--- src/sv/dva_div.sv ---
// ----------------------------------------------------------------------------
// dva_div
// Pipelined restoring divider, one quotient bit per stage.
// Requires num >> QW < den.
// ----------------------------------------------------------------------------
module dva_div #(
  parameter int NW = 35,
  parameter int DW = 34,
  parameter int QW = 11
) (
  input  logic          clk_i,
  input  logic          en_i,
  input  logic [NW-1:0] num_i,
  input  logic [DW-1:0] den_i,
  output logic [QW-1:0] quo_o
);

  logic [DW-1:0] rem_q  [QW];
  logic [DW-1:0] den_q  [QW];
  logic [QW-1:0] nlow_q [QW];
  logic [DW-1:0] rem_in [QW];
  logic [DW-1:0] den_in [QW];
  logic [QW-1:0] nlow_in[QW];

  for (genvar s = 0; s < QW; s++) begin : g_stage
    logic [DW:0]   t;
    logic          ge;
    logic [DW:0]   diff;

    if (s == 0) begin : g_first
      assign rem_in[s]  = DW'(num_i >> QW);
      assign den_in[s]  = den_i;
      assign nlow_in[s] = num_i[QW-1:0];
    end else begin : g_next
      assign rem_in[s]  = rem_q[s-1];
      assign den_in[s]  = den_q[s-1];
      assign nlow_in[s] = nlow_q[s-1];
    end

    assign t    = {rem_in[s], nlow_in[s][QW-1]};
    assign ge   = t >= {1'b0, den_in[s]};
    assign diff = t - {1'b0, den_in[s]};

    always_ff @(posedge clk_i) begin
      if (en_i) begin
        rem_q[s]  <= ge ? diff[DW-1:0] : t[DW-1:0];
        den_q[s]  <= den_in[s];
        nlow_q[s] <= {nlow_in[s][QW-2:0], ge};
      end
    end
  end

  assign quo_o = nlow_q[QW-1];

endmodule

--- config.mk ---
export PLATFORM = sky130hd
export DESIGN_NAME = dva_div
export DESIGN_NICKNAME = d
export VERILOG_FILES = /design/src/sv/dva_div.sv
export SDC_FILE = /design/constraint.sdc
export NUM_CORES = 2
export LEC_CHECK = 0
export BUFFER_PORTS_ARGS = -buffer_cell sky130_fd_sc_hd__buf_2
export CAP_MARGIN = 15
export CORE_ASPECT_RATIO = 0.5
export CORE_MARGIN = 2
export CORE_UTILIZATION = 34
export CTS_BUF_LIST = sky130_fd_sc_hd__clkbuf_2
export CTS_CLUSTER_SIZE = 12
export DETAILED_ROUTE_END_ITERATION = 10
export GPL_TIMING_DRIVEN = 0
export SYNTH_ARGS = -nofsm -noshare
export SYNTH_HDL_FRONTEND = slang
export SYNTH_SLANG_ARGS = --single-unit
--- constraint.sdc ---
create_clock -name clk_i -period 4.5 [get_ports clk_i]
set_input_delay 1.125 -clock clk_i [delete_from_list [all_inputs] [get_ports clk_i]]
set_output_delay 1.125 -clock clk_i [all_outputs]
set_load 0.01 [all_outputs]
==> flow_summary.ini <==
[outcome]
outcome = completed

[cells_and_area]
post_route_cells_drive_above_1_share = 0.1241
syn2layout_area_growth_pct = 12.01
stdcell_area_mm2 = 0.05178
multi_input_area_mm2 = 0.02009
fill_cells = 13100
fin_nets = 4964
regArea_mm2 = 0.02405

[pwr]
power.leakage_nw = 21.53
clockPowerShare = 0.160
p_switching_mw = 11.97
seqPwrFrac = 0.375
max-vdd-ir-drop_mv = 0.2263
internal_power_mw = 19.18
p_per_area_mw_per_mm2 = 601.5
switching_share = 0.3843
pwr-share-comb = 0.465

[critical_path]
cp.arrival_ps = 5490
reg2reg_depth = 11
rr_endpoint = rem_q[5][31]
r2r_start = den_q[4][2]
crit_end = rem_q[5][31]
r2r_slack_ps = 210
start_kind = flop
max_stage_delay_ps = 640
required_ps = 5700
cp_top_family = compound AO/OA/AOI/OAI gates
cp.depth = 11
crit_type = reg2reg
worst_setup_path_end_kind = flop
crit_slowest_cell = o41ai_1
worstPathMaxFanout = 10
crit_path_cell_trace = inv_1 > ha_1 > nor2_1 > a211o_1 > a31oi_1 > a21o_1 > a21oi_1 > o41ai_1 > clkbuf_1 > clkbuf_1 > a21oi_1
crit_buf_inv = 3
worstSetupStartpoint = den_q[4][2]

[floorplanning]
die_area_mm2 = 0.1391
rows = 95
chipHeight_um = 264.7
die_w_um = 525.5
coreArea_mm2 = 0.1346
initial_utilization = 0.3435
pin_count = 82

[detailed_routing]
routedWlPerCell_um = 15.71
drt_iter0_drc = 2024
vias = 31820
wirelength_mm = 101.7
drc = 0
viasPerCell = 4.914
drtAntennaViolNets = 0
dr.pass1.iters = 8

[sta]
fin_crit_sh = 0.9526
max_freq_ghz = 0.2333
drv_slew = 0
period_needed_ps = 4287
hold_slack_ps = 293.2
setup_viol = 0
worst_pin_slew_ps = 1078
fin_setup_tns_ps = 0
finalHoldViolations = 0
clock-skew-final_ps = 93.62
slew_headroom = 0.2811
rsz0062_at_grt = no

[yosys]
syn_inst = 4161
synthDistinctLibCells = 84
yosys.area.top_type = edfxtp_1
syn_nets = 4607
yosysSeqAreaShare = 0.5203
synthArstFlopShare = 0
yosysWarnings = 0
synth_area_leaders = edfxtp_1, ha_1, a21oi_1
synth.most_common_cell = edfxtp_1
synth_ff_type = edfxtp_1
syn_area_per_cell_um2 = 11.11
yosysTopAreaCellShare = 0.5203
netlist_area_mm2 = 0.04623
synth.top_cells.by_count = edfxtp_1, inv_1, a21oi_1
synth_edf_count = 801
synth_seq_cells = 801

[cts]
clk-insertion-delay-late_ps = 1550
cts_sinks = 801
cts_tree = yes
clockBufferDepth = 3
cts_buffers = 192
clk_pin_slew_ps = 120
h-tree-depth = 4
root_buffer = clkbuf_2

[grt]
grt_overflow = 0
grt_pass1_wl_mm = 163.0
grtUsageTotal = 0.1455
grt_max_degree = 119
first_global_vias = 31610
antenna_found_initial = 2

[flow_run]
max_cap_violations = 0

[placed_design]
io_buffers = 81
dp_hpwl_mm = 78.05
gp_congestion = 0.9131
place_area_mm2 = 0.04911

[worst_hold_path]
min_path_type = in2reg
[worst register-to-register path: stages, from the launching register on]
cell      delay, ps
edfxtp_1        410
inv_1            70
ha_1            360
nor2_1           60
a211o_1         290
a31oi_1         410
a21o_1          290
a21oi_1         180
o41ai_1         650
clkbuf_1        610
clkbuf_1        500
a21oi_1         130
[routing by layer]
layer	global-route usage	vias to the layer above	wire [um]
met5	0	-	0
met4	0.07747	0	4639
met3	0.02715	247	3883
met2	0.2421	766	46980
met1	0.1797	14740	46230
li1	-	16070	-
[sequential cells by signal, summed over array words and instances, names as in the netlist]
register / flops
den_q: 340
rem_q: 340
nlow_q: 121
[logic make-up (layout without fill, tap and decap cells)]
group           Yosys count  after routing  share of synthesized area
flops                   801            801                     0.5203
simple gates            878            878                    0.08870
compound gates         1152           1152                     0.1566
xor+xnor                288            288                    0.05457
buf+inv                 550           1061                    0.04604
other cells               0              9                          0
mux                     117            117                    0.03064
fa+ha+maj               375            375                     0.1031
[metrics by stage]
step	utilization	total power [mW]	cells	setup WS (ps)
after global placement	0.3632	25.98	6036	-9488
after CTS	0.3842	31.34	6464	22.87
final	0.3848	31.15	6475	213.4
after global routing	0.3848	33.59	6475	6.080
after detailed placement	0.3650	26.09	6044	-545.3
after floorplan	-	22.51	4161	736.7
[layout make-up]
type                    count  area share
diodes                      9   0.0004350
clock inverters            67    0.008482
flip-flops and latches    801      0.4645
well taps                1794     0.04335
inverters                 461     0.03342
repair buffers            163     0.02673
multi-input cells        2810      0.3880
clock buffers             281     0.02716
plain buffers              89    0.007902
[how the worst min path moves through the flow]
stage	from	end	slack (ps)	cells past startpoint
after floorplan	nlow_q[9][9]	nlow_q[10][10]	400	0
after global placement	nlow_q[5][4]	nlow_q[6][5]	400	0
after detailed placement	nlow_q[9][3]	nlow_q[10][4]	400	0
after CTS	num_i[5]	nlow_q[0][6]	4	2
after global routing	num_i[6]	nlow_q[0][7]	60	2
final	num_i[6]	nlow_q[0][7]	290	2
[power groups by stage]
stage | clock network (mW) | logic, mW | registers [mW]
floorplan | 0 | 11.1 | 11.4
detailed placement | 0 | 14.2 | 11.8
CTS | 5.25 | 14.4 | 11.7
global placement | 0 | 14.0 | 12.0
global route | 5.62 | 16.1 | 11.9
finish | 4.98 | 14.5 | 11.7
[layout by cell type, fill, tap and decap left out, drive strengths merged, types with 39 or more instances in the layout]
master / Yosys / layout
edfxtp: 801 / 801
inv: 461 / 464
a21oi: 429 / 429
ha: 365 / 365
clkbuf: 66 / 347
nor2: 289 / 289
nand2: 249 / 249
o21ai: 236 / 236
xnor2: 184 / 184
a21o: 163 / 163
buf: 22 / 113
mux2: 112 / 112
xor2: 104 / 104
dlygate4sd3: 0 / 72
nand3: 63 / 63
clkinv: 0 / 56
nand4: 49 / 49
o21bai: 48 / 48
o21a: 45 / 45
nor3: 42 / 42
nor2b: 39 / 39
a31oi: 39 / 39
[timing repair]
action	4_1_cts	5_1_grt
endpoints found under the hold margin	155	0
endpoints found under the setup margin	47	159
hold buffers	72	0
pin swaps	0	2
setup buffers	0	2
resized for setup	6	17
No activity file was read; power rests on OpenSTA's default activity.
